<file path="src/kacc_pkg.sv">
// Shared types and constants for the keypad alarm clock controller.
// Has no dependencies; the top level uses it.
package kacc_pkg;

   localparam logic [15:0] TENTHS_PER_HOUR = 16'd36000;
   localparam logic [4:0]  HOURS_PER_DAY   = 5'd24;
   localparam logic [15:0] BEEP_TENTHS     = 16'd5;

   localparam logic [3:0] KEY_A = 4'd10;
   localparam logic [3:0] KEY_B = 4'd11;
   localparam logic [3:0] KEY_C = 4'd12;
   localparam logic [3:0] KEY_D = 4'd13;
   localparam logic [3:0] KEY_E = 4'd14;
   localparam logic [3:0] KEY_F = 4'd15;

   localparam logic [1:0] BUF_CLOCK = 2'd0;
   localparam logic [1:0] BUF_ALARM = 2'd1;
   localparam logic [1:0] BUF_TIMER = 2'd2;

   typedef enum logic [2:0] {
      MODE_SET_CLOCK = 3'd0,
      MODE_CLOCK     = 3'd1,
      MODE_MENU      = 3'd2,
      MODE_SET_ALARM = 3'd3,
      MODE_SET_TIMER = 3'd4,
      MODE_WATCH     = 3'd5
   } mode_type;

   // Keypad position to key code, layout 1 2 3 A / 4 5 6 B / 7 8 9 C / E 0 F D.
   function automatic logic [3:0] key_code(input logic [3:0] index);
      logic [3:0] code;
      unique case (index)
         4'd0:    code = 4'd1;
         4'd1:    code = 4'd2;
         4'd2:    code = 4'd3;
         4'd3:    code = KEY_A;
         4'd4:    code = 4'd4;
         4'd5:    code = 4'd5;
         4'd6:    code = 4'd6;
         4'd7:    code = KEY_B;
         4'd8:    code = 4'd7;
         4'd9:    code = 4'd8;
         4'd10:   code = 4'd9;
         4'd11:   code = KEY_C;
         4'd12:   code = KEY_E;
         4'd13:   code = 4'd0;
         4'd14:   code = KEY_F;
         default: code = KEY_D;
      endcase
      return code;
   endfunction

endpackage

</file>
<file path="src/kacc_channels.sv">
// Valid/ready channel interfaces for requests and responses.
// Depends on nothing; used by the top level.
interface kacc_req_if;
   logic       valid;
   logic       ready;
   logic       req_type;
   logic [3:0] key_index;
   modport source (output valid, output req_type, output key_index, input ready);
   modport sink (input valid, input req_type, input key_index, output ready);
endinterface

interface kacc_rsp_if;
   logic        valid;
   logic        ready;
   logic        buzzer;
   logic [2:0]  mode;
   logic [4:0]  hours_now;
   logic [15:0] tenths_in_hour;
   logic [4:0]  watch_hours;
   logic [15:0] watch_tenths;
   logic        alarm_sounding;
   logic        timer_sounding;
   logic        watch_running;
   logic        key_rejected;
   modport source (output valid, output buzzer, output mode, output hours_now,
                   output tenths_in_hour, output watch_hours, output watch_tenths,
                   output alarm_sounding, output timer_sounding,
                   output watch_running, output key_rejected, input ready);
   modport sink (input valid, input buzzer, input mode, input hours_now,
                 input tenths_in_hour, input watch_hours, input watch_tenths,
                 input alarm_sounding, input timer_sounding,
                 input watch_running, input key_rejected, output ready);
endinterface

</file>
<file path="src/keypad_alarm_clock_controller.sv">
// The state registers are updated when a request transaction is accepted and
// double as the response register, so a new transaction is taken
// in every cycle in which the pending response is taken or none is pending.
// Depends on kacc_pkg and the channel interfaces in kacc_channels.sv.
module keypad_alarm_clock_controller (
   input  logic          clock,
   input  logic          reset,
   kacc_req_if.sink      req_if,
   kacc_rsp_if.source    rsp_if
);

   logic [4:0]  clock_hours_ff, clock_hours_in;
   logic [15:0] clock_tenths_ff, clock_tenths_in;
   logic [2:0]  mod5_ff, mod5_in;
   logic [1:0]  mod3_ff, mod3_in;
   logic [4:0]  alarm_hours_ff, alarm_hours_in;
   logic [15:0] alarm_tenths_ff, alarm_tenths_in;
   logic [4:0]  timer_hours_ff, timer_hours_in;
   logic [15:0] timer_tenths_ff, timer_tenths_in;
   logic [4:0]  watch_hours_ff, watch_hours_in;
   logic [15:0] watch_tenths_ff, watch_tenths_in;
   logic [16:0] beep_end_ff, beep_end_in;
   logic        alarm_ff, alarm_in;
   logic        timer_ff, timer_in;
   logic        run_ff, run_in;
   logic        buzz_ff, buzz_in;
   kacc_pkg::mode_type mode_ff, mode_in;
   logic [3:0]  digits_ff [3][4];
   logic [1:0]  pos_ff [3];
   logic [1:0]  pos_in [3];
   logic        rejected_ff, rejected_in;
   logic        rsp_valid_ff;

   logic        accept;
   logic        entry_write;
   logic [1:0]  entry_buf;
   logic [1:0]  entry_pos;
   logic [3:0]  code;

   assign req_if.ready = !rsp_valid_ff || rsp_if.ready;
   assign accept = req_if.valid && req_if.ready;
   assign code = kacc_pkg::key_code(req_if.key_index);

   always_comb begin
      logic        entry;
      logic        check;
      logic        bad;
      logic        done;
      logic [3:0]  d0;
      logic [3:0]  d1;
      logic [3:0]  d2;
      logic [6:0]  hi;
      logic [6:0]  lo;
      logic [16:0] ds;
      logic [4:0]  hsum;
      logic [15:0] bsum;
      clock_hours_in  = clock_hours_ff;
      clock_tenths_in = clock_tenths_ff;
      mod5_in         = mod5_ff;
      mod3_in         = mod3_ff;
      alarm_hours_in  = alarm_hours_ff;
      alarm_tenths_in = alarm_tenths_ff;
      timer_hours_in  = timer_hours_ff;
      timer_tenths_in = timer_tenths_ff;
      watch_hours_in  = watch_hours_ff;
      watch_tenths_in = watch_tenths_ff;
      beep_end_in     = beep_end_ff;
      alarm_in        = alarm_ff;
      timer_in        = timer_ff;
      run_in          = run_ff;
      buzz_in         = buzz_ff;
      mode_in         = mode_ff;
      pos_in          = pos_ff;
      rejected_in     = rejected_ff;
      entry_write     = 1'b0;
      entry           = 1'b0;
      check           = 1'b1;
      bad             = 1'b0;
      done            = 1'b0;
      entry_buf       = kacc_pkg::BUF_CLOCK;
      entry_pos       = 2'd0;
      d0 = 4'd0; d1 = 4'd0; d2 = 4'd0;
      hi = 7'd0; lo = 7'd0; ds = 17'd0; hsum = 5'd0; bsum = 16'd0;
      if (accept) begin
         rejected_in = 1'b0;
         if (!req_if.req_type) begin
            if (clock_tenths_ff == kacc_pkg::TENTHS_PER_HOUR - 16'd1) begin
               clock_tenths_in = 16'd0;
               mod5_in = 3'd0;
               mod3_in = 2'd0;
               clock_hours_in = (clock_hours_ff == kacc_pkg::HOURS_PER_DAY - 5'd1) ?
                                5'd0 : clock_hours_ff + 5'd1;
            end else begin
               clock_tenths_in = clock_tenths_ff + 16'd1;
               mod5_in = (mod5_ff == 3'd4) ? 3'd0 : mod5_ff + 3'd1;
               mod3_in = (mod3_ff == 2'd2) ? 2'd0 : mod3_ff + 2'd1;
            end
            if (run_ff) begin
               if (watch_tenths_ff == kacc_pkg::TENTHS_PER_HOUR - 16'd1) begin
                  watch_tenths_in = 16'd0;
                  watch_hours_in = (watch_hours_ff == kacc_pkg::HOURS_PER_DAY - 5'd1) ?
                                   5'd0 : watch_hours_ff + 5'd1;
               end else begin
                  watch_tenths_in = watch_tenths_ff + 16'd1;
               end
            end
            if ({1'b0, clock_tenths_in} == beep_end_ff) begin
               beep_end_in = {1'b0, kacc_pkg::TENTHS_PER_HOUR};
               buzz_in = 1'b0;
            end
            if (clock_hours_in == alarm_hours_ff && clock_tenths_in == alarm_tenths_ff) begin
               alarm_in = 1'b1;
            end
            if (clock_hours_in == timer_hours_ff && clock_tenths_in == timer_tenths_ff) begin
               timer_in = 1'b1;
               timer_hours_in = kacc_pkg::HOURS_PER_DAY;
            end
            if (alarm_in && mod5_in == 3'd0) begin
               buzz_in = !buzz_in;
            end
            if (timer_in && mod3_in != 2'd0) begin
               buzz_in = !buzz_in;
            end
         end else if (code == kacc_pkg::KEY_E) begin
            mode_in = kacc_pkg::MODE_CLOCK;
         end else if (code == kacc_pkg::KEY_F) begin
            alarm_in = 1'b0;
            timer_in = 1'b0;
            buzz_in = 1'b0;
         end else begin
            unique case (mode_ff)
               kacc_pkg::MODE_SET_CLOCK: begin
                  entry = 1'b1;
                  entry_buf = kacc_pkg::BUF_CLOCK;
               end
               kacc_pkg::MODE_CLOCK: begin
                  if (code == 4'd0) mode_in = kacc_pkg::MODE_MENU;
                  else bad = 1'b1;
               end
               kacc_pkg::MODE_MENU: begin
                  if (code == kacc_pkg::KEY_A) begin
                     mode_in = kacc_pkg::MODE_SET_ALARM;
                     pos_in[kacc_pkg::BUF_ALARM] = 2'd0;
                  end else if (code == kacc_pkg::KEY_B) begin
                     mode_in = kacc_pkg::MODE_SET_TIMER;
                  end else if (code == kacc_pkg::KEY_C) begin
                     mode_in = kacc_pkg::MODE_WATCH;
                  end else begin
                     bad = 1'b1;
                  end
               end
               kacc_pkg::MODE_SET_ALARM: begin
                  entry = 1'b1;
                  entry_buf = kacc_pkg::BUF_ALARM;
               end
               kacc_pkg::MODE_SET_TIMER: begin
                  entry = 1'b1;
                  check = 1'b0;
                  entry_buf = kacc_pkg::BUF_TIMER;
               end
               kacc_pkg::MODE_WATCH: begin
                  if (code == 4'd1) run_in = 1'b1;
                  else if (code == 4'd2) run_in = 1'b0;
                  else if (code == 4'd3) begin
                     watch_hours_in = 5'd0;
                     watch_tenths_in = 16'd0;
                  end else bad = 1'b1;
               end
               default: bad = 1'b1;
            endcase
            if (entry) begin
               entry_pos = pos_ff[entry_buf];
               d0 = digits_ff[entry_buf][0];
               d1 = digits_ff[entry_buf][1];
               d2 = digits_ff[entry_buf][2];
               if (code > 4'd9) begin
                  bad = 1'b1;
               end else if (check && ((entry_pos == 2'd0 && code > 4'd2) ||
                            (entry_pos == 2'd1 && d0 == 4'd2 && code > 4'd3) ||
                            (entry_pos == 2'd2 && code > 4'd5))) begin
                  bad = 1'b1;
               end else begin
                  entry_write = 1'b1;
                  if (entry_pos == 2'd3) begin
                     pos_in[entry_buf] = 2'd0;
                     done = 1'b1;
                  end else begin
                     pos_in[entry_buf] = entry_pos + 2'd1;
                  end
               end
               hi = 7'(d0) * 7'd10 + 7'(d1);
               lo = 7'(d2) * 7'd10 + 7'(code);
               if (done) begin
                  if (entry_buf == kacc_pkg::BUF_TIMER) begin
                     ds = 17'(clock_tenths_ff) + 17'(hi) * 17'd600 + 17'(lo) * 17'd10;
                     hsum = clock_hours_ff;
                     if (ds >= 17'd72000) begin
                        ds = ds - 17'd72000;
                        hsum = hsum + 5'd2;
                     end else if (ds >= 17'd36000) begin
                        ds = ds - 17'd36000;
                        hsum = hsum + 5'd1;
                     end
                     if (hsum >= kacc_pkg::HOURS_PER_DAY) begin
                        hsum = hsum - kacc_pkg::HOURS_PER_DAY;
                     end
                     timer_hours_in = hsum;
                     timer_tenths_in = ds[15:0];
                  end else if (entry_buf == kacc_pkg::BUF_ALARM) begin
                     alarm_hours_in = hi[4:0];
                     alarm_tenths_in = 16'(lo) * 16'd600;
                     mode_in = kacc_pkg::MODE_CLOCK;
                  end else begin
                     clock_hours_in = hi[4:0];
                     clock_tenths_in = 16'(lo) * 16'd600;
                     mod5_in = 3'd0;
                     mod3_in = 2'd0;
                     mode_in = kacc_pkg::MODE_CLOCK;
                  end
               end
            end
            if (bad) begin
               bsum = clock_tenths_ff + kacc_pkg::BEEP_TENTHS;
               if (bsum >= kacc_pkg::TENTHS_PER_HOUR) begin
                  bsum = bsum - kacc_pkg::TENTHS_PER_HOUR;
               end
               beep_end_in = {1'b0, bsum};
               buzz_in = 1'b1;
            end
            rejected_in = bad;
         end
      end
   end

   always_ff @(posedge clock) begin
      if (reset) begin
         clock_hours_ff  <= 5'd0;
         clock_tenths_ff <= 16'd0;
         mod5_ff         <= 3'd0;
         mod3_ff         <= 2'd0;
         alarm_hours_ff  <= kacc_pkg::HOURS_PER_DAY;
         alarm_tenths_ff <= 16'd0;
         timer_hours_ff  <= kacc_pkg::HOURS_PER_DAY;
         timer_tenths_ff <= 16'd0;
         watch_hours_ff  <= 5'd0;
         watch_tenths_ff <= 16'd0;
         beep_end_ff     <= {1'b0, kacc_pkg::TENTHS_PER_HOUR};
         alarm_ff        <= 1'b0;
         timer_ff        <= 1'b0;
         run_ff          <= 1'b0;
         buzz_ff         <= 1'b0;
         mode_ff         <= kacc_pkg::MODE_SET_CLOCK;
         pos_ff          <= '{2'd0, 2'd0, 2'd0};
         rejected_ff     <= 1'b0;
         rsp_valid_ff    <= 1'b0;
      end else begin
         clock_hours_ff  <= clock_hours_in;
         clock_tenths_ff <= clock_tenths_in;
         mod5_ff         <= mod5_in;
         mod3_ff         <= mod3_in;
         alarm_hours_ff  <= alarm_hours_in;
         alarm_tenths_ff <= alarm_tenths_in;
         timer_hours_ff  <= timer_hours_in;
         timer_tenths_ff <= timer_tenths_in;
         watch_hours_ff  <= watch_hours_in;
         watch_tenths_ff <= watch_tenths_in;
         beep_end_ff     <= beep_end_in;
         alarm_ff        <= alarm_in;
         timer_ff        <= timer_in;
         run_ff          <= run_in;
         buzz_ff         <= buzz_in;
         mode_ff         <= mode_in;
         pos_ff          <= pos_in;
         rejected_ff     <= rejected_in;
         if (accept) begin
            rsp_valid_ff <= 1'b1;
         end else if (rsp_if.ready) begin
            rsp_valid_ff <= 1'b0;
         end
      end
   end

   always_ff @(posedge clock) begin
      if (entry_write) begin
         digits_ff[entry_buf][entry_pos] <= code;
      end
   end

   assign rsp_if.valid          = rsp_valid_ff;
   assign rsp_if.buzzer         = buzz_ff;
   assign rsp_if.mode           = mode_ff;
   assign rsp_if.hours_now      = clock_hours_ff;
   assign rsp_if.tenths_in_hour = clock_tenths_ff;
   assign rsp_if.watch_hours    = watch_hours_ff;
   assign rsp_if.watch_tenths   = watch_tenths_ff;
   assign rsp_if.alarm_sounding = alarm_ff;
   assign rsp_if.timer_sounding = timer_ff;
   assign rsp_if.watch_running  = run_ff;
   assign rsp_if.key_rejected   = rejected_ff;

endmodule
</file>
<file path="src/flat_wrapper.sv">
// flat-port wrapper written by rule: the top's interface ports become plain ports
module keypad_alarm_clock_controller_flat 
  (clock, reset, req_if_valid, req_if_req_type, req_if_key_index, req_if_ready, rsp_if_valid, rsp_if_buzzer, rsp_if_mode, rsp_if_hours_now, rsp_if_tenths_in_hour, rsp_if_watch_hours, rsp_if_watch_tenths, rsp_if_alarm_sounding, rsp_if_timer_sounding, rsp_if_watch_running, rsp_if_key_rejected, rsp_if_ready);
  kacc_req_if req_if_i ();
  kacc_rsp_if rsp_if_i ();
  input  logic clock;
  input  logic reset;
  input wire logic [$bits(req_if_i.valid)-1:0] req_if_valid;
  input wire logic [$bits(req_if_i.req_type)-1:0] req_if_req_type;
  input wire logic [$bits(req_if_i.key_index)-1:0] req_if_key_index;
  output wire logic [$bits(req_if_i.ready)-1:0] req_if_ready;
  output wire logic [$bits(rsp_if_i.valid)-1:0] rsp_if_valid;
  output wire logic [$bits(rsp_if_i.buzzer)-1:0] rsp_if_buzzer;
  output wire logic [$bits(rsp_if_i.mode)-1:0] rsp_if_mode;
  output wire logic [$bits(rsp_if_i.hours_now)-1:0] rsp_if_hours_now;
  output wire logic [$bits(rsp_if_i.tenths_in_hour)-1:0] rsp_if_tenths_in_hour;
  output wire logic [$bits(rsp_if_i.watch_hours)-1:0] rsp_if_watch_hours;
  output wire logic [$bits(rsp_if_i.watch_tenths)-1:0] rsp_if_watch_tenths;
  output wire logic [$bits(rsp_if_i.alarm_sounding)-1:0] rsp_if_alarm_sounding;
  output wire logic [$bits(rsp_if_i.timer_sounding)-1:0] rsp_if_timer_sounding;
  output wire logic [$bits(rsp_if_i.watch_running)-1:0] rsp_if_watch_running;
  output wire logic [$bits(rsp_if_i.key_rejected)-1:0] rsp_if_key_rejected;
  input wire logic [$bits(rsp_if_i.ready)-1:0] rsp_if_ready;
  assign req_if_i.valid = req_if_valid;
  assign req_if_i.req_type = req_if_req_type;
  assign req_if_i.key_index = req_if_key_index;
  assign req_if_ready = req_if_i.ready;
  assign rsp_if_valid = rsp_if_i.valid;
  assign rsp_if_buzzer = rsp_if_i.buzzer;
  assign rsp_if_mode = rsp_if_i.mode;
  assign rsp_if_hours_now = rsp_if_i.hours_now;
  assign rsp_if_tenths_in_hour = rsp_if_i.tenths_in_hour;
  assign rsp_if_watch_hours = rsp_if_i.watch_hours;
  assign rsp_if_watch_tenths = rsp_if_i.watch_tenths;
  assign rsp_if_alarm_sounding = rsp_if_i.alarm_sounding;
  assign rsp_if_timer_sounding = rsp_if_i.timer_sounding;
  assign rsp_if_watch_running = rsp_if_i.watch_running;
  assign rsp_if_key_rejected = rsp_if_i.key_rejected;
  assign rsp_if_i.ready = rsp_if_ready;
  keypad_alarm_clock_controller u_core (.clock(clock), .reset(reset), .req_if(req_if_i), .rsp_if(rsp_if_i));
endmodule
</file>
<file path="config.mk">
export PLATFORM = sky130hd
export DESIGN_NAME = keypad_alarm_clock_controller_flat
export DESIGN_NICKNAME = d
export VERILOG_FILES = /design/src/kacc_pkg.sv /design/src/kacc_channels.sv /design/src/keypad_alarm_clock_controller.sv /design/src/flat_wrapper.sv
export SDC_FILE = /design/constraint.sdc
export NUM_CORES = 1
export LEC_CHECK = 0
export BUFFER_PORTS_ARGS = -buffer_cell sky130_fd_sc_hd__buf_2
export CORE_ASPECT_RATIO = 1.2
export CORE_MARGIN = 3
export CORE_UTILIZATION = 45
export DETAILED_ROUTE_END_ITERATION = 10
export PLACE_DENSITY_LB_ADDON = 0.08
export SLEW_MARGIN = 0
export SYNTH_ARGS = -nofsm -noshare
export SYNTH_HDL_FRONTEND = slang
export SYNTH_SLANG_ARGS = --single-unit
</file>
<file path="constraint.sdc">
create_clock -name clock -period 9.7 [get_ports clock]
set_input_delay 0.485 -clock clock [delete_from_list [all_inputs] [get_ports clock]]
set_output_delay 0.485 -clock clock [all_outputs]
set_load 0.05 [all_outputs]
</file>
Yosys cells after proc, flatten, opt, wreduce, memory -nomap -nowiden
Memory sizes are Yosys's and may differ from the RTL's.
Cells that the tools add are included.
- multiplexer cells: 199
- add/subtract/negate cells: 17
- $mul: 5
- magnitude comparators: 12
- equality and inequality tests: 45
- bitwise operators: 9
- reductions and logical operators: 43
- operators by type and width (operator ; count):
    $mux 16 ; 23
    $mux 5 ; 38
    $mux 17 ; 5
    $mux 1 ; 68
    $mux 2 ; 33
    $mux 3 ; 20
    $add 16x1->16 const B ; 2
    $eq 16x16->1 ; 2
    $eq 16x16->1 const B ; 2
    $sub 16x16->16 const B ; 2
    $reduce_and 7->1 ; 4
    $eq 4x4->1 const B ; 5
    $add 16x17->17 ; 1
    $add 17x11->17 ; 1
    $eq 16x17->1 ; 1
    $ge 17x16->1 const B ; 1
    $ge 17x17->1 const B ; 1
    $add 16x3->16 const B ; 1
    $ge 16x16->1 const B ; 1
    $mux 4 ; 4
    $ne 2x1->1 const B ; 8
    $reduce_and 8->1 ; 2
    $sub 16x13->16 const B ; 1
    $add 7x4->7 ; 2
    other kinds (51) ; 102
- bits in read-only memories: 64
- memories: 2
- bits in writable memories: 48
- output and inout port bits: 52
- register bits: 118
- memory list (memory ; depth ; width ; read ports ; clocked after Yosys merged registers in ; wr ports ; RTL line ; source):
    (name not given) ; 16 ; 4 ; 1 ; 0 ; 0 ; kacc_pkg.sv:32 ; unique case (index)
    u_core.digits_ff ; 3 ; 16 ; 1 ; 0 ; 1 ; keypad_alarm_clock_controller.sv:28 ; logic [3:0] digits_ff [3][4];

Depth between registers and ports, before layout
Gate-level depths: netlist of the first run.
- depth after elaboration: 37
- mapped depth: 40

Worst setup path after synthesis of the first run
No wires, ideal clock.
- path kind: register to register
- start: reg u_core.mode_ff[1], in the netlist u_core.rsp_if.mode[1]
- end: reg u_core.timer_tenths_ff[13]
- arrival time: 8.750 ns
- required time: 9.584 ns
- cell stages (with the launch flop): 41
- slack: 0.833 ns
- cells stage by stage: dfxtp_1 > buf_2 > clkbuf_1 > clkbuf_1 > buf_1 > buf_1 > nor3_1 > o21ai_0 > o311a_1 > ha_1 > inv_1 > fa_1 > nor2b_1 > o21ai_0 > xor2_1 > ha_1 > ha_1 > ha_1 > [... 5 more ...] > o21bai_1 > xnor2_1 > fa_1 > inv_1 > ha_1 > clkbuf_1 > nand2_1 > o21a_1 > o211a_1 > or2_1 > a211o_1 > buf_1 > o41a_1 > buf_4 > a21oi_4 > a21oi_1 > xnor2_1 > o211a_1
- longest elaborated chain between the ends: 24
- ends and longest elaborated chain (element ; RTL line ; source):
    start, declared ; keypad_alarm_clock_controller.sv:27 ; kacc_pkg::mode_type mode_ff, mode_in;
    start signal, assigned ; keypad_alarm_clock_controller.sv:252 ; mode_ff <= kacc_pkg::MODE_SET_CLOCK;
    start signal, assigned ; keypad_alarm_clock_controller.sv:272 ; mode_ff <= mode_in;
    parallel branches: the longest is 24 deep, another holds $add 16x17->17 ; n/a ;
    end signal, assigned ; keypad_alarm_clock_controller.sv:264 ; timer_tenths_ff <= timer_tenths_in;
    end, declared ; keypad_alarm_clock_controller.sv:19 ; logic [15:0] timer_tenths_ff, timer_tenths_in;
Several ways; the timed one is not identified. The select of a mux whose other input is x is not followed.
A chain may end at the register's enable or synchronous reset.

Worst setup path in the final report of the first run
- start: reg u_core.mode_ff[2], in the netlist u_core.rsp_if.mode[2]
- end: reg u_core.timer_tenths_ff[8]
The elaborated chain is that of the path after synthesis.

==> results of run 1 <==
==> synthesized netlist by cell type, types with 10 or more instances <==
master    count  area [µm²]
o22ai_1      14        87.6
o21a_1       15         113
a211oi_1     18         135
a21o_1       20         150
nor3_1       43         215
nor2_1      173         649
nand3_1      48         240
ha_1        124        1550
o211ai_1     15         113
o21ai_0      77         385
and2_1       11        68.8
and3_1       15        93.8
nand4_1      26         163
edfxtp_1     36        1080
clkbuf_1     46         173
xnor2_1      91         797
fa_1         24         480
o311a_1      13         130
inv_1       103         387
o311ai_0     10        87.6
buf_2        24         120
a22o_1       15         131
nand2b_1     11        68.8
xor2_1       41         359
or3_1        10        62.6
dfxtp_1     117        2340
a31oi_1      13        81.3
a21oi_1      89         445
nand2_1     108         405
nor2b_1      21         131
nor4_1       13        81.3
mux2i_1      34         340
==> layout by cell type, fill, tap and decap left out, types with 15 or more instances in the layout <==
master	instances
edfxtp_1	36
clkbuf_16	19
xor2_1	41
a21oi_1	89
and3_1	15
nand2_1	108
nand3_1	48
buf_4	21
nor2b_1	21
o21a_1	15
nor3_1	43
mux2i_1	34
o211ai_1	15
ha_1	124
nand4_1	26
a21o_1	20
dfxtp_1	116
nor2_1	172
xnor2_1	91
o21ai_0	77
a211oi_1	17
fa_1	24
a22o_1	15
inv_1	103
buf_2	60
==> layer usage <==
metal / track usage / routed length, µm / vias to the layer above
met4: 0.0975 / 1410 / 0
met1: 0.327 / 17700 / 5750
met5: 0 / 0 / -
met2: 0.446 / 20400 / 326
met3: 0.0344 / 1890 / 72
li1: - / - / 5857
==> registers in the layout, summed over array words and instances, names as in the netlist, 6 cells and up <==
signal	count
u_core.alarm_tenths_ff	13
u_core.beep_end_ff	16
u_core.digits_ff	36
u_core.pos_ff	6
u_core.rsp_if.tenths_in_hour	16
u_core.rsp_if.watch_tenths	16
u_core.timer_tenths_ff	16
==> logic make-up after synthesis <==
family	after synthesis	share of synthesized area
XOR/XNOR	140	0.0977
buffers and inverters	186	0.0557
multiplexers	40	0.0302
flip-flops	153	0.254
adder cells (fa/ha/maj)	148	0.151
AND/OR/NAND/NOR	526	0.194
AO/OA/AOI/OAI	407	0.218
==> path summary, 6_finish.rpt <==
check / start / to / slack (ns)
worst min-delay path: req_if_valid / u_core.rsp_if.valid$_SDFFE_PP0P_ / 0.31
worst max-delay path: u_core.rsp_if.mode[2]$_SDFFE_PP0P_ / u_core.timer_tenths_ff[8]$_SDFFE_PP0P_ / 0.64
worst max register to register: u_core.rsp_if.mode[2]$_SDFFE_PP0P_ / u_core.timer_tenths_ff[8]$_SDFFE_PP0P_ / 0.64
worst min register to register: u_core.rsp_if.key_rejected$_SDFFE_PP0P_ / u_core.rsp_if.key_rejected$_SDFFE_PP0P_ / 0.47
==> worst max-delay path: cells and delay by family (launching register included) <==
kind            cells  cell delay, ns
flops               1            0.32
compound gates     12            2.69
simple gates        4            1.11
fa+ha+maj           7            2.62
buf+inv             6            0.72
xor+xnor            4            1.54
==> cell type report <==
class / instances / area (µm²)
multi-input combinational: 1261 / 9330
fill: 2831 / 14400
inverter: 105 / 394
sequential: 153 / 3420
tap: 385 / 482
clock inverter: 12 / 206
timing repair buffer: 81 / 458
clock buffer: 20 / 479
==> stage by stage <==
step / hold slack (ns) / std cells
2_1_floorplan: 0.445 / 1600
3_3_place_gp: 0.448 / 1985
3_5_place_dp: 0.459 / 1985
4_1_cts: 0.301 / 2017
5_1_grt: 0.309 / 2017
6_report: 0.311 / 2017
==> flow_metrics.py, run 1 <==
metrics = {
    "run_status": {
        "outcome": "finished, final reports clean",
    },
    "floorplan": {
        "die_w_um": 164,
        "rows": 68,
        "io_pins": 61,
        "start_util": 0.462,
        "chipHeight_um": 196,
        "core_area_um2": 29200,
        "dieArea_um2": 32100,
    },
    "placement": {
        "gp_congestion": 0.911,
        "dp_hpwl_mm": 31.3,
        "dpl-instance-area_um2": 14100,
        "place_ws_ns": 0.706,
        "port_buffers": 60,
    },
    "clock_tree": {
        "cts.sinks": 153,
        "postCtsSetupRepairBufs": 0,
        "cts_max_level": 4,
        "cts-hold-fix-buffers": 0,
        "tritoncts": "done",
        "cts.repair.resized": 0,
        "clk_pin_slew_worst_paths_ns": 0.08,
        "clkLatencyLatePin_ns": 0.45,
        "root_buffer": "clkbuf_16",
        "numCtsBuffers": 17,
        "clock_path_buffers": 2,
    },
    "grt": {
        "grt_pass1_vias": 11600,
        "grt_max_degree": 65,
        "antenna_found_initial": 0,
        "grt_use_total": 0.259,
        "grt-ovfl-total": 0,
        "grt_pass1_wl_mm": 65.3,
    },
    "setup_path": {
        "slowest_delay_ns": 0.63,
        "critPathLaunchType": "flip-flop",
        "critical_path_class": "flip-flop to flip-flop",
        "crit_arrival_ns": 9.44,
        "critPathMaxFanout": 25,
        "slowest_stage": "xnor3_1",
        "critPathRequiredTime_ns": 10.08,
        "cp-end-kind": "flip-flop",
        "reg2regPathDepth": 33,
    },
    "logic_synthesis": {
        "ys.flop_type": "dfxtp_1",
        "synth.distinct_cells": 99,
        "synth-edff-count": 36,
        "async_flop_share": 0,
        "yosys_warnings": 0,
        "synth_fp_nets": 1757,
        "syn_area_um2": 13500,
        "seq_area_frac_synth": 0.254,
        "synthCells": 1600,
        "ys_ff_latch": 153,
        "syn_area_per_cell_um2": 8.43,
    },
    "sta": {
        "fin_worst_skew_ns": 0.0186,
        "fin_tns_setup_ns": 0,
        "finalHoldViolCount": 0,
        "min_period_ns": 9.06,
        "slew_headroom": 0.265,
        "drv_slew": 0,
        "min_period_over_period": 0.934,
        "fmax_mhz": 110,
        "finalSetupViolCount": 0,
        "rsz0062_at_grt": "false",
        "setup_slack_ns": 0.641,
        "worst_slew_pin_slew_ns": 1.09,
    },
    "final_layout": {
        "final_core_util": 0.506,
        "drive_above_1_share": 0.101,
        "n_antenna_cell": 0,
        "nNetsFinal": 1776,
        "fin_area_um2": 14800,
        "syn_to_final_growth_pct": 9.53,
    },
    "drt": {
        "ant_nets": 0,
        "drc": 0,
        "drt_iter0_markers": 708,
        "via_per_inst": 5.95,
        "drtPass1Iterations": 5,
        "post_drt_wl_per_cell_um": 20.6,
        "vias": 12000,
        "routed_wl_mm": 41.5,
    },
    "worst_hold_path": {
        "hp-class": "primary input to flip-flop",
        "hold_path_depth": 3,
    },
    "run": {
        "drv_cap": 0,
    },
}
Power of run 1 is left out: the tool's default activity adds up to more than one toggle a clock period on the data nets, which glitch-free logic cannot reach.
==> run 2, diff against run 1 <==
--- a/config.mk
+++ b/config.mk
@@ -6,7 +6,7 @@
 export NUM_CORES = 1
 export LEC_CHECK = 0
 export BUFFER_PORTS_ARGS = -buffer_cell sky130_fd_sc_hd__buf_2
-export CORE_ASPECT_RATIO = 1.2
+export CORE_ASPECT_RATIO = 1.1
 export CORE_MARGIN = 3
 export CORE_UTILIZATION = 45
 export DETAILED_ROUTE_END_ITERATION = 10
==> run 2 against run 1 <==
  * Die area hardly changed
  * Maximum frequency is 0.36% higher
  * Critical path depth stayed put
  * Via count is 1.8% higher
  * Flip-flop and latch count stayed put
  * Register-to-register slack better by 0.03 ns
  * Count of clock-buffer cells in the layout stayed put
  * Wire length is 1.2% higher
  * Final cell count is 0.50% lower
  * Global-route usage is 0.26 points higher
  * Non-clock buffer count is 7 higher
  * Worst hold slack worse by 0.011 ns
  * Highest routed layer unchanged
==> flow_metrics.py, run 2 (same netlist as run 1, synthesis figures left out) <==
metrics = {
    "run_status": {
        "outcome": "finished, final reports clean",
    },
    "final_layout": {
        "largest_reg_flops": 36,
        "drive_above_1_share": 0.106,
        "syn_to_final_growth_pct": 9.26,
        "fin_area_um2": 14700,
        "n_fill_cell": 2853,
        "final_common_cell": "nor2_1",
        "largest-register": "u_core.digits_ff",
        "nNetsFinal": 1783,
        "layout_common_cells": "nor2_1, ha_1, dfxtp_1",
        "n_antenna_cell": 0,
    },
    "grt": {
        "grt_pass1_wl_mm": 66.4,
        "busiest_layer": "met2",
        "grt_max_degree": 59,
        "met1_usage": 0.348,
        "met2_usage": 0.434,
        "antenna_found_initial": 0,
        "grt.met3_usage": 0.0337,
        "grt-ovfl-total": 0,
        "grt_use_total": 0.261,
        "grt_pass1_vias": 11600,
    },
    "sta": {
        "fin_tns_setup_ns": 0,
        "min_period_ns": 9.03,
        "worst_slew_pin_slew_ns": 1.18,
        "fin_worst_skew_ns": 0.0180,
        "fmax_mhz": 111,
        "slew_headroom": 0.205,
        "finalHoldViolCount": 0,
        "rsz0062_at_grt": "false",
        "min_period_over_period": 0.931,
        "whs_ns": 0.300,
        "finalSetupViolCount": 0,
        "drv_slew": 0,
    },
    "floorplan": {
        "io_pins": 61,
        "core_area_um2": 29100,
        "die_w_um": 171,
        "chipHeight_um": 188,
        "dieArea_um2": 32100,
        "rows": 65,
        "start_util": 0.463,
    },
    "drt": {
        "drc": 0,
        "post_drt_wl_per_cell_um": 20.9,
        "drt_iter0_markers": 1098,
        "vias": 12200,
        "ant_nets": 0,
        "drtPass1Iterations": 6,
        "via_per_inst": 6.09,
        "routed_wl_mm": 42.0,
    },
    "placement": {
        "dp_hpwl_mm": 31.7,
        "port_buffers": 60,
        "dpl-instance-area_um2": 14100,
        "gp_congestion": 0.911,
    },
    "clock_tree": {
        "numCtsBuffers": 17,
        "clk_pin_slew_worst_paths_ns": 0.07,
        "cts-hold-fix-buffers": 0,
        "cts_max_level": 4,
        "tritoncts": "done",
        "cts.repair.resized": 0,
        "clock_path_buffers": 2,
        "clkLatencyLatePin_ns": 0.45,
        "postCtsSetupRepairBufs": 0,
        "root_buffer": "clkbuf_16",
        "cts.sinks": 153,
    },
    "setup_path": {
        "slowest_stage": "xnor3_1",
        "critPathMaxFanout": 46,
        "path_common_cell": "ha_1",
        "critical_path_class": "flip-flop to flip-flop",
        "critPathRequiredTime_ns": 10.07,
        "crit_arrival_ns": 9.39,
        "cp-end-kind": "flip-flop",
        "slowest_delay_ns": 0.61,
        "critPathLaunchType": "flip-flop",
    },
    "run": {
        "drv_cap": 0,
    },
    "worst_hold_path": {
        "hp-class": "primary input to flip-flop",
    },
}
run 2: changes by cell type in the layout (fill, tap and decap cells not counted), moves of 2 or more:
| cell | previous run | this run |
|---|---|---|
| clkinv_4 | 1 | 3 |
| clkinvlp_4 | 0 | 4 |
| clkbuf_8 | 0 | 2 |
| buf_4 | 21 | 28 |
| bufinv_16 | 5 | 2 |
| inv_6 | 5 | 1 |
run 2: layer usage:
metal,vias to the layer above,part of all wire,wire [µm]
met4,0,0.031,1300
li1,5855,-,-
met5,-,0,0
met3,68,0.056,2360
met1,5835,0.43,18200
met2,461,0.48,20100
run 2: per-stage QoR:
step,instances,util,setup WS [ns]
finish,2007,0.506,0.674
detailed placement,1975,0.485,0.752
floorplan,1600,-,0.833
global route,2007,0.506,0.0727
CTS,2007,0.506,0.707
global placement,1975,0.485,1.01
run 2: worst max-delay path, delay by kind of cell (launching register included):
kind / cells / cell delay [ns]
flops: 1 / 0.33
compound gates: 14 / 2.99
xor+xnor: 3 / 1.19
fa+ha+maj: 9 / 3.05
buf+inv: 4 / 0.60
simple gates: 3 / 0.78
run 2: layout make-up:
class                      instances  area (µm²)  share of cell area
clock buffer                      20         478              0.0324
clock inverter                    12         140             0.00951
inverter                         105         394              0.0267
multi-input combinational       1261        9330               0.633
sequential                       153        3420               0.232
tap                              368         460              0.0312
timing repair buffer              88         510              0.0346
run 2: path summary, 6_finish.rpt:
check	to	start	cells after the start	slack (ns)
worst max-delay path	u_core.timer_tenths_ff[8]$_SDFFE_PP0P_	u_core.rsp_if.mode[1]$_SDFFE_PP0P_	33	0.67
worst min-delay path	u_core.rsp_if.valid$_SDFFE_PP0P_	req_if_valid	3	0.30
worst max register to register	u_core.timer_tenths_ff[8]$_SDFFE_PP0P_	u_core.rsp_if.mode[1]$_SDFFE_PP0P_	33	0.67
worst min register to register	u_core.rsp_if.key_rejected$_SDFFE_PP0P_	u_core.rsp_if.key_rejected$_SDFFE_PP0P_	2	0.46
Power of run 2 is left out for the same reason.
==> run 3, diff against run 2 <==
--- a/config.mk
+++ b/config.mk
@@ -10,6 +10,7 @@
 export CORE_MARGIN = 3
 export CORE_UTILIZATION = 45
 export DETAILED_ROUTE_END_ITERATION = 10
+export GPL_TIMING_DRIVEN = 0
 export PLACE_DENSITY_LB_ADDON = 0.08
 export SLEW_MARGIN = 0
 export SYNTH_ARGS = -nofsm -noshare
==> run 3 against run 2 <==
  * Count of clock-buffer cells in the layout down 3
  * Worst hold slack better by 0.0027 ns
  * Die area unchanged
  * Critical path type unchanged
  * Sequential share of layout area down 0.22 points
  * Cell area up 0.90%
==> flow_metrics.py, run 3 (same netlist as run 1, synthesis figures left out) <==
metrics = {
    "run_status": {
        "outcome": "finished, final reports clean",
    },
    "setup_path": {
        "crit_buf_inv": 7,
        "critical_path_class": "flip-flop to flip-flop",
        "critPathLaunchType": "flip-flop",
        "r2r-end": "u_core.timer_tenths_ff[14]$_SDFFE_PP0P_",
        "slowest_delay_ns": 0.52,
        "r2r-start": "u_core.rsp_if.mode[1]$_SDFFE_PP0P_",
        "cp-end-kind": "flip-flop",
        "critPathCapture": "u_core.timer_tenths_ff[14]$_SDFFE_PP0P_",
        "crit_arrival_ns": 9.37,
        "path_common_cell": "ha_1",
        "r2r_slack_ns": 0.62,
        "cp.depth": 36,
        "reg2regPathDepth": 36,
        "critPathLaunch": "u_core.rsp_if.mode[1]$_SDFFE_PP0P_",
        "critPathMaxFanout": 19,
        "slowest_stage": "fa_1",
        "crit_family": "adder cells",
        "critPathRequiredTime_ns": 9.98,
    },
    "final_layout": {
        "final_common_cell": "nor2_1",
        "drive_above_1_share": 0.109,
        "nNetsFinal": 1836,
        "largest-register": "u_core.digits_ff",
        "largest_reg_flops": 36,
        "layout_common_cells": "nor2_1, ha_1, dfxtp_1",
        "syn_to_final_growth_pct": 10.2,
        "n_fill_cell": 2849,
        "n_antenna_cell": 0,
        "final_core_util": 0.511,
    },
    "drt": {
        "wl_met1_mm": 19.4,
        "via_per_inst": 6.06,
        "drc": 0,
        "top_layer": "met4",
        "post_drt_wl_per_cell_um": 21.6,
        "routed_wl_mm": 44.5,
        "wl_met2_mm": 20.5,
        "drtPass1Iterations": 6,
        "met3_length_mm": 2.31,
        "vias": 12500,
        "drt_iter0_markers": 954,
        "ant_nets": 0,
    },
    "run": {
        "drv_cap": 0,
    },
    "grt": {
        "grt_pass1_vias": 11800,
        "grt-ovfl-total": 0,
        "grt_max_degree": 20,
        "antenna_found_initial": 0,
        "grt_use_total": 0.277,
        "grt_pass1_wl_mm": 68.6,
    },
    "sta": {
        "finalSetupViolCount": 0,
        "drv_slew": 0,
        "min_period_ns": 9.08,
        "rsz0062_at_grt": "true",
        "min_period_over_period": 0.936,
        "fmax_mhz": 110,
        "fin_worst_skew_ns": 0.0137,
        "worst_slew_pin_slew_ns": 1.22,
        "slew_headroom": 0.190,
        "finalHoldViolCount": 0,
    },
    "floorplan": {
        "io_pins": 61,
        "rows": 65,
        "dieArea_um2": 32100,
        "core_area_um2": 29100,
        "die_w_um": 171,
        "chipHeight_um": 188,
        "start_util": 0.463,
    },
    "clock_tree": {
        "tritoncts": "done",
        "numCtsBuffers": 17,
        "root_buffer": "clkbuf_16",
        "cts_max_level": 4,
        "clk_pin_slew_worst_paths_ns": 0.07,
        "cts.sinks": 153,
        "clkLatencyLatePin_ns": 0.45,
        "clock_path_buffers": 2,
    },
    "placement": {
        "dp_hpwl_mm": 35.0,
        "gp_congestion": 0.984,
        "port_buffers": 58,
    },
    "worst_hold_path": {
        "hp-class": "primary input to flip-flop",
    },
}
run 3: routing by layer:
layer / vias up / GRT usage
met5: - / 0
met4: 0 / 0.129
met3: 100 / 0.0363
met2: 411 / 0.442
met1: 6007 / 0.371
li1: 5972 / -
run 3: worst min path at each step:
stage | startpoint | end | slack [ns] | cells past startpoint
global placement | u_core.rsp_if.key_rejected$_SDFFE_PP0P_ | u_core.rsp_if.key_rejected$_SDFFE_PP0P_ | 0.45 | 2
global route | req_if_valid | u_core.rsp_if.valid$_SDFFE_PP0P_ | 0.31 | 3
finish | req_if_valid | u_core.rsp_if.valid$_SDFFE_PP0P_ | 0.30 | 3
detailed placement | u_core.rsp_if.key_rejected$_SDFFE_PP0P_ | u_core.rsp_if.key_rejected$_SDFFE_PP0P_ | 0.45 | 2
CTS | req_if_valid | u_core.rsp_if.valid$_SDFFE_PP0P_ | 0.29 | 3
floorplan | u_core.timer_tenths_ff[11]$_SDFFE_PP0P_ | u_core.timer_tenths_ff[11]$_SDFFE_PP0P_ | 0.45 | 2
run 3: layout make-up:
type | count | area [µm²] | area share
Clock inverter | 15 | 148 | 0.00993
Multi-Input combinational cell | 1261 | 9340 | 0.628
Tap cell | 368 | 460 | 0.0310
Inverter | 105 | 394 | 0.0265
Timing Repair Buffer | 63 | 325 | 0.0219
Buffer | 78 | 357 | 0.0240
Clock buffer | 17 | 425 | 0.0286
Sequential cell | 153 | 3420 | 0.230
run 3: metrics by stage:
stage               hold slack [ns]  instance area [µm²]  worst slack, ns  instances  TNS [ns]
floorplan                     0.445                13500            0.833       1600         0
global placement              0.454                14200           -0.384       2026     -2.79
detailed placement            0.453                14200           -0.383       2027     -2.90
CTS                           0.288                14800            0.229       2057         0
global route                  0.314                14900          -0.0165       2060   -0.0165
finish                        0.303                14900            0.616       2060         0
run 3: worst min-delay path, cell delays in order:
cell and delay [ns]:
buf_2 0.12, inv_1 0.05, a21oi_1 0.05
run 3: what timing repair did:
item	in CTS	in global routing
pin swaps	0	1
hold buffers	0	0
setup endpoints to repair	16	16
buffers inserted	0	4
resized for setup	5	8
endpoints found under the hold margin	0	0
Power of run 3 is left out for the same reason.
